===== config.mk =====
export PLATFORM = sky130hd
export DESIGN_NAME = imu_frame_parser_flat
export DESIGN_NICKNAME = d
export VERILOG_FILES = /design/src/rtl/core/ifp_pkg.sv /design/src/rtl/core/ifp_if.sv /design/src/rtl/core/ifp_frame_asm.sv /design/src/rtl/core/imu_frame_parser.sv /design/src/flat_wrapper.sv
export SDC_FILE = /design/constraint.sdc
export NUM_CORES = 1
export LEC_CHECK = 0
export ABC_AREA = 1
export BUFFER_PORTS_ARGS = -buffer_cell sky130_fd_sc_hd__buf_2
export CORE_MARGIN = 1.5
export CORE_UTILIZATION = 39
export DETAILED_ROUTE_END_ITERATION = 16
export GPL_TIMING_DRIVEN = 1
export HOLD_SLACK_MARGIN = 0.02
export PLACE_DENSITY = 0.55
export SYNTH_ARGS = -nofsm -noshare
export SYNTH_HDL_FRONTEND = slang
export SYNTH_HIERARCHICAL = 1
export SYNTH_SLANG_ARGS = --single-unit

===== constraint.sdc =====
create_clock -name clk -period 6.2 [get_ports clk]
set_clock_uncertainty 0.15 [all_clocks]
set_input_delay 1.24 -clock clk [delete_from_list [all_inputs] [get_ports clk]]
set_output_delay 1.24 -clock clk [all_outputs]
set_load 0.02 [all_outputs]

===== src/rtl/core/ifp_pkg.sv =====
// Shared constants and types for the IMU frame parser.
// No dependencies; compile first.
package ifp_pkg;

  localparam logic [7:0] HdrByte   = 8'h55;
  localparam logic [7:0] TypeAccel = 8'h51;
  localparam logic [7:0] TypeRate  = 8'h52;
  localparam logic [7:0] TypeAngle = 8'h53;

  localparam int FrameLen = 11;
  localparam int SumLen   = 10;
  localparam int NumAxes  = 3;
  localparam int CountW   = $clog2(FrameLen);

  typedef logic [CountW-1:0] count_t;

  // Frame status as seen on the checksum byte
  typedef struct packed {
    logic                     done;
    logic [7:0]               ftype;
    logic [NumAxes-1:0][15:0] word;
  } ifp_frame_t;

endpackage


===== src/rtl/core/ifp_if.sv =====
// Valid/ready channel interfaces for the IMU frame parser.
// No dependencies beyond the language.
interface ifp_byte_if;
  logic       valid;
  logic       ready;
  logic [7:0] rx_byte;

  modport source (output valid, output rx_byte, input ready);
  modport sink   (input valid, input rx_byte, output ready);
endinterface

interface ifp_rec_if;
  logic               valid;
  logic               ready;
  logic signed [15:0] accel_x;
  logic signed [15:0] accel_y;
  logic signed [15:0] accel_z;
  logic signed [15:0] rate_x;
  logic signed [15:0] rate_y;
  logic signed [15:0] rate_z;
  logic signed [15:0] roll_angle;
  logic signed [15:0] pitch_angle;
  logic signed [15:0] yaw_angle;

  modport source (output valid, output accel_x, output accel_y, output accel_z,
                  output rate_x, output rate_y, output rate_z,
                  output roll_angle, output pitch_angle, output yaw_angle,
                  input ready);
  modport sink   (input valid, input accel_x, input accel_y, input accel_z,
                  input rate_x, input rate_y, input rate_z,
                  input roll_angle, input pitch_angle, input yaw_angle,
                  output ready);
endinterface


===== src/rtl/core/ifp_frame_asm.sv =====
// Frame assembler: byte counter, running checksum and frame byte store.
// Depends on ifp_pkg.
module ifp_frame_asm (
  input  logic              clk,
  input  logic              rst,
  input  logic              byte_valid,
  input  logic              step,
  input  logic [7:0]        rx_byte,
  output ifp_pkg::ifp_frame_t frame
);
  import ifp_pkg::*;

  logic [7:0] frame_bytes [SumLen];
  count_t     byte_count;
  count_t     byte_count_next;
  logic [7:0] running_sum;
  logic [7:0] running_sum_next;
  logic       at_check;
  logic       in_frame;

  always_comb begin
    at_check = (byte_count == count_t'(SumLen));
    in_frame = (byte_count != '0) || (rx_byte == HdrByte);
  end

  always_comb begin
    byte_count_next  = byte_count;
    running_sum_next = running_sum;
    if (step && in_frame) begin
      if (at_check) begin
        byte_count_next  = '0;
        running_sum_next = '0;
      end else begin
        byte_count_next  = byte_count + count_t'(1);
        running_sum_next = running_sum + rx_byte;
      end
    end
  end

  always_ff @(posedge clk) begin
    if (rst) begin
      byte_count  <= '0;
      running_sum <= '0;
    end else begin
      byte_count  <= byte_count_next;
      running_sum <= running_sum_next;
    end
  end

  always_ff @(posedge clk) begin
    if (step && in_frame && !at_check) begin
      frame_bytes[byte_count] <= rx_byte;
    end
  end

  always_comb begin
    frame.done  = byte_valid && at_check && (rx_byte == running_sum);
    frame.ftype = frame_bytes[1];
    for (int k = 0; k < NumAxes; k++) begin
      frame.word[k] = {frame_bytes[2*k+3], frame_bytes[2*k+2]};
    end
  end

endmodule


===== src/rtl/core/imu_frame_parser.sv =====
// IMU serial frame parser, top level.
// Depends on ifp_pkg, ifp_if and ifp_frame_asm.
//
// rx carries one received serial byte per transfer. Frames are 11 bytes:
// header 0x55, type, six data bytes (three little-endian signed words),
// two further bytes and an 8-bit sum checksum over the first ten.
// Acceleration (0x51) and rate (0x52) frames update internal latches;
// an angle frame (0x53) with a good checksum gives one transfer on rec
// carrying latched acceleration, latched rate and the three angles.
// Bad-checksum frames, stray bytes and other types give nothing.
//
// One byte register feeds the checksum/decode logic, which writes the
// result register: a byte can be taken every cycle. An angle record becomes
// valid in the result register once its checksum byte has passed the byte register.
// A stalled rec only holds back the byte stage when that byte would
// complete another record; other bytes keep flowing.
// Reset (synchronous) closes any open frame, zeroes the latches and
// empties the byte and result registers.
module imu_frame_parser (
  input  logic      clk,
  input  logic      rst,
  ifp_byte_if.sink  rx,
  ifp_rec_if.source rec
);
  import ifp_pkg::*;

  logic                     byte_valid;
  logic [7:0]               byte_data;
  ifp_frame_t               frame;
  logic [NumAxes-1:0][15:0] accel_hold;
  logic [NumAxes-1:0][15:0] rate_hold;
  logic                     out_free;
  logic                     emit;
  logic                     stall;
  logic                     step;

  ifp_frame_asm u_asm (
    .clk        (clk),
    .rst        (rst),
    .byte_valid (byte_valid),
    .step       (step),
    .rx_byte    (byte_data),
    .frame      (frame)
  );

  always_comb begin
    out_free = !rec.valid || rec.ready;
    emit     = frame.done && (frame.ftype == TypeAngle);
    stall    = emit && !out_free;
    step     = byte_valid && !stall;
    rx.ready = !byte_valid || !stall;
  end

  always_ff @(posedge clk) begin
    if (rst) begin
      byte_valid <= 1'b0;
    end else if (rx.ready) begin
      byte_valid <= rx.valid;
    end
  end

  always_ff @(posedge clk) begin
    if (rx.valid && rx.ready) begin
      byte_data <= rx.rx_byte;
    end
  end

  always_ff @(posedge clk) begin
    if (rst) begin
      accel_hold <= '0;
      rate_hold  <= '0;
    end else if (step && frame.done) begin
      case (frame.ftype)
        TypeAccel: accel_hold <= frame.word;
        TypeRate:  rate_hold  <= frame.word;
        default:   ;
      endcase
    end
  end

  always_ff @(posedge clk) begin
    if (rst) begin
      rec.valid <= 1'b0;
    end else if (out_free) begin
      rec.valid <= step && emit;
    end
  end

  always_ff @(posedge clk) begin
    if (step && emit) begin
      rec.accel_x     <= $signed(accel_hold[0]);
      rec.accel_y     <= $signed(accel_hold[1]);
      rec.accel_z     <= $signed(accel_hold[2]);
      rec.rate_x      <= $signed(rate_hold[0]);
      rec.rate_y      <= $signed(rate_hold[1]);
      rec.rate_z      <= $signed(rate_hold[2]);
      rec.roll_angle  <= $signed(frame.word[0]);
      rec.pitch_angle <= $signed(frame.word[1]);
      rec.yaw_angle   <= $signed(frame.word[2]);
    end
  end

endmodule


===== src/flat_wrapper.sv =====
// flat-port wrapper written by rule: the top's interface ports become plain ports
module imu_frame_parser_flat import ifp_pkg::*;
  (clk, rst, rx_valid, rx_rx_byte, rx_ready, rec_valid, rec_accel_x, rec_accel_y, rec_accel_z, rec_rate_x, rec_rate_y, rec_rate_z, rec_roll_angle, rec_pitch_angle, rec_yaw_angle, rec_ready);
  ifp_byte_if rx_i ();
  ifp_rec_if rec_i ();
  input  logic clk;
  input  logic rst;
  input wire logic [$bits(rx_i.valid)-1:0] rx_valid;
  input wire logic [$bits(rx_i.rx_byte)-1:0] rx_rx_byte;
  output wire logic [$bits(rx_i.ready)-1:0] rx_ready;
  output wire logic [$bits(rec_i.valid)-1:0] rec_valid;
  output wire logic [$bits(rec_i.accel_x)-1:0] rec_accel_x;
  output wire logic [$bits(rec_i.accel_y)-1:0] rec_accel_y;
  output wire logic [$bits(rec_i.accel_z)-1:0] rec_accel_z;
  output wire logic [$bits(rec_i.rate_x)-1:0] rec_rate_x;
  output wire logic [$bits(rec_i.rate_y)-1:0] rec_rate_y;
  output wire logic [$bits(rec_i.rate_z)-1:0] rec_rate_z;
  output wire logic [$bits(rec_i.roll_angle)-1:0] rec_roll_angle;
  output wire logic [$bits(rec_i.pitch_angle)-1:0] rec_pitch_angle;
  output wire logic [$bits(rec_i.yaw_angle)-1:0] rec_yaw_angle;
  input wire logic [$bits(rec_i.ready)-1:0] rec_ready;
  assign rx_i.valid = rx_valid;
  assign rx_i.rx_byte = rx_rx_byte;
  assign rx_ready = rx_i.ready;
  assign rec_valid = rec_i.valid;
  assign rec_accel_x = rec_i.accel_x;
  assign rec_accel_y = rec_i.accel_y;
  assign rec_accel_z = rec_i.accel_z;
  assign rec_rate_x = rec_i.rate_x;
  assign rec_rate_y = rec_i.rate_y;
  assign rec_rate_z = rec_i.rate_z;
  assign rec_roll_angle = rec_i.roll_angle;
  assign rec_pitch_angle = rec_i.pitch_angle;
  assign rec_yaw_angle = rec_i.yaw_angle;
  assign rec_i.ready = rec_ready;
  imu_frame_parser u_core (.clk(clk), .rst(rst), .rx(rx_i), .rec(rec_i));
endmodule

==> results.cfg <==
[run_status]
outcome = finished, final reports clean

[finish]
postLayoutCoreUtil = 0.476
mostFrequentLayoutCells = edfxtp_1, buf_2, nand2_1, inv_1, nor2_1
final_common_cell = edfxtp_1
fin_area_um2 = 13300
drive_above_1_share = 0.209
diodes = 0
stdcell_count = 1470
syn2layout_area_growth_pct = 19.8
fin_nets = 1086

[logic_synthesis]
netlist_area_um2 = 11100
yosys_warnings = 6
synthesis.instances = 900
syn_avg_cell_area_um2 = 12.3
ys_ff_latch = 318
synthArstFlopShare = 0
synth_fp_nets = 920
synthFlopType = edfxtp_1
synth_edf_count = 208
seq_area_frac_synth = 0.763
yosysUniqueCellTypes = 33

[power_and_ir_drop]
p_clk_frac = 0.456
p_leak_nw = 5.08
switching_share = 0.198
p_seq_frac = 0.535
p_int_mw = 3.39
power.switching_mw = 0.838
powerDensity_nw_per_um2 = 319
peakVddDrop_uv = 191
combPwrFrac = 0.010

[worst_setup_path]
start_kind = flop
arrival_ps = 2750
path_common_cell = nand2_1
cp_slowest_cell = edfxtp_1
path_delay_family = simple AND/OR/NAND/NOR gates
cp-end-kind = output pin
worstSetupPathType = reg -> out
required_ps = 4810
path_cells = ha_1 -> nor4_1 -> nand2_1 -> nor2_1 -> nand2_1 -> inv_1 -> nand4_1 -> buf_2
slowest_delay_ps = 560
cp_num_buf_inv = 2
cp_max_fo = 9

[cts]
cts_hold_buf = 0
cts_tree = done
cts-root-buf = clkbuf_16
clkTransAtPathRegs_ps = 60
ctsResizeCount = 0
postCtsSetupBuffers = 0
cts_sinks = 318
clk_latency_ps = 500
cts_buffers = 34
cts_max_path_buffers = 3
htreeDepth = 2

[global_routing]
grt-ovfl-total = 0
grt_max_degree = 99
grt_pass1_wl_um = 34300
antenna_found_initial = 0
grt_pass1_vias = 6031
track_usage = 0.155

[place]
hpwl_um = 14400
dp_cells = 1408
place_area_um2 = 12200
pre_cts_slack_ps = 2340
numPortBuffers = 157
gp_congestion = 0.808

[route]
ant_nets = 0
wl_per_cell_um = 15.4
drt_first_pass_iters = 5
via_per_inst = 4.42
routed-via-count = 6500
wl_um = 22600
drt_iter0_drc = 437
drc_errors = 0

[sta]
slew_viol_final = 0
setup_slack_ps = 2060
hold_viol = 0
tns_ps = 0
rsz0062_at_grt = no
finalCritPeriodShare = 0.669
fmax_mhz = 241
fin_crit_ps = 4140
setup_viol = 0
worstMarginPinSlew_ps = 948
relSlewSlack = 0.368

[floorplanning]
die_area_um2 = 29400
initial_core_util = 0.397
fp.coreArea_um2 = 27900
io_pins = 158
die_h_um = 172
die_w_um = 172
row_count = 61

[worst_hold_path]
hold_path_class = reg -> reg

[job]
max-cap-violations = 0
routing by layer:
metal  GRT usage  share of wire
met1       0.214           0.46
met2       0.251           0.48
met3      0.0283          0.046
met4      0.0454          0.019
met5           0              0
cell usage after synthesis (2+ instances only):
master | count | area [um2]
a21oi_1 | 63 | 315
nand4_1 | 3 | 18.8
o21ai_0 | 50 | 250
buf_2 | 8 | 40.0
nor2_1 | 114 | 428
edfxtp_1 | 208 | 6250
buf_4 | 2 | 15.0
nor4_1 | 2 | 12.5
inv_1 | 127 | 477
nand3_1 | 12 | 60.1
ha_1 | 7 | 87.6
xor2_1 | 3 | 26.3
buf_6 | 5 | 56.3
nor2_2 | 2 | 12.5
nand2_2 | 3 | 18.8
nand2_1 | 148 | 556
clkbuf_1 | 16 | 60.1
dfxtp_1 | 110 | 2200
inv_2 | 3 | 11.3
flip-flops by register name, summed over array words and instances (netlist names):
signal,count
u_core/u_asm/frame_bytes,56
u_core/rec.rate_z,16
u_core/rate_hold,48
u_core/rec.yaw_angle,16
u_core/byte_valid,1
u_core/byte_data,8
u_core/rec.rate_y,16
u_core/rec.pitch_angle,16
u_core/rec.roll_angle,16
u_core/rec.rate_x,16
u_core/rec.accel_x,16
u_core/u_asm/running_sum,8
u_core/rec.accel_z,16
u_core/rec.valid,1
u_core/rec.accel_y,16
u_core/accel_hold,48
u_core/u_asm/byte_count,4
area by class of cell:
cell class                 instances  area, um2
clock buffer                      42        911
tap                              378        473
sequential                       318       8450
fill                            2528      14600
timing repair buffer             162        823
clock inverter                    20        156
multi-input combinational        420       1960
inverter                         130        494
logic make-up after synthesis:
logic type	after synthesis	share of synthesized area
flip-flops	318	0.763
AND/OR/NAND/NOR	292	0.110
buffers and inverters	162	0.0609
AO/OA/AOI/OAI	116	0.0534
adder cells (fa/ha/maj)	8	0.00972
XOR/XNOR	4	0.00316
power groups by stage:
stage / Clock (mW) / Combinational (mW) / Sequential [mW]
after floorplan: 0 / 0.0286 / 2.30
after detailed placement: 0 / 0.0407 / 2.31
after global placement: 0 / 0.0408 / 2.31
final: 1.93 / 0.0404 / 2.26
after global routing: 2.06 / 0.0469 / 2.26
after CTS: 1.98 / 0.0411 / 2.26
worst reg2reg max path: stages (launching register included):
cell	delay, ps
edfxtp_1	560
ha_1	420
nor4_1	270
nand2_1	90
nor2_1	340
nand2_1	100
inv_1	120
nand3_1	180
inv_6	690
buf_4	510
path summary, 6_finish.rpt:
check | from | end | slack, ps | cells after the start
worst max-delay path | u_core/byte_data[6] | rx_ready | 2060 | 8
worst min-delay path | u_core/accel_hold[40] | u_core/rec.accel_z[8] | 270 | 0
worst max register to register | u_core/byte_data[6] | u_core/rec.accel_x[9] | 2420 | 9
worst min register to register | u_core/accel_hold[40] | u_core/rec.accel_z[8] | 270 | 0
stage by stage:
stage                     power [mW]  hold slack [ps]
after floorplan                 2.33              258
after CTS                       4.28              271
after global routing            4.37              283
after detailed placement        2.35              263
final                           4.23              272
after global placement          2.35              261
(Power assumes the default switching activity.)
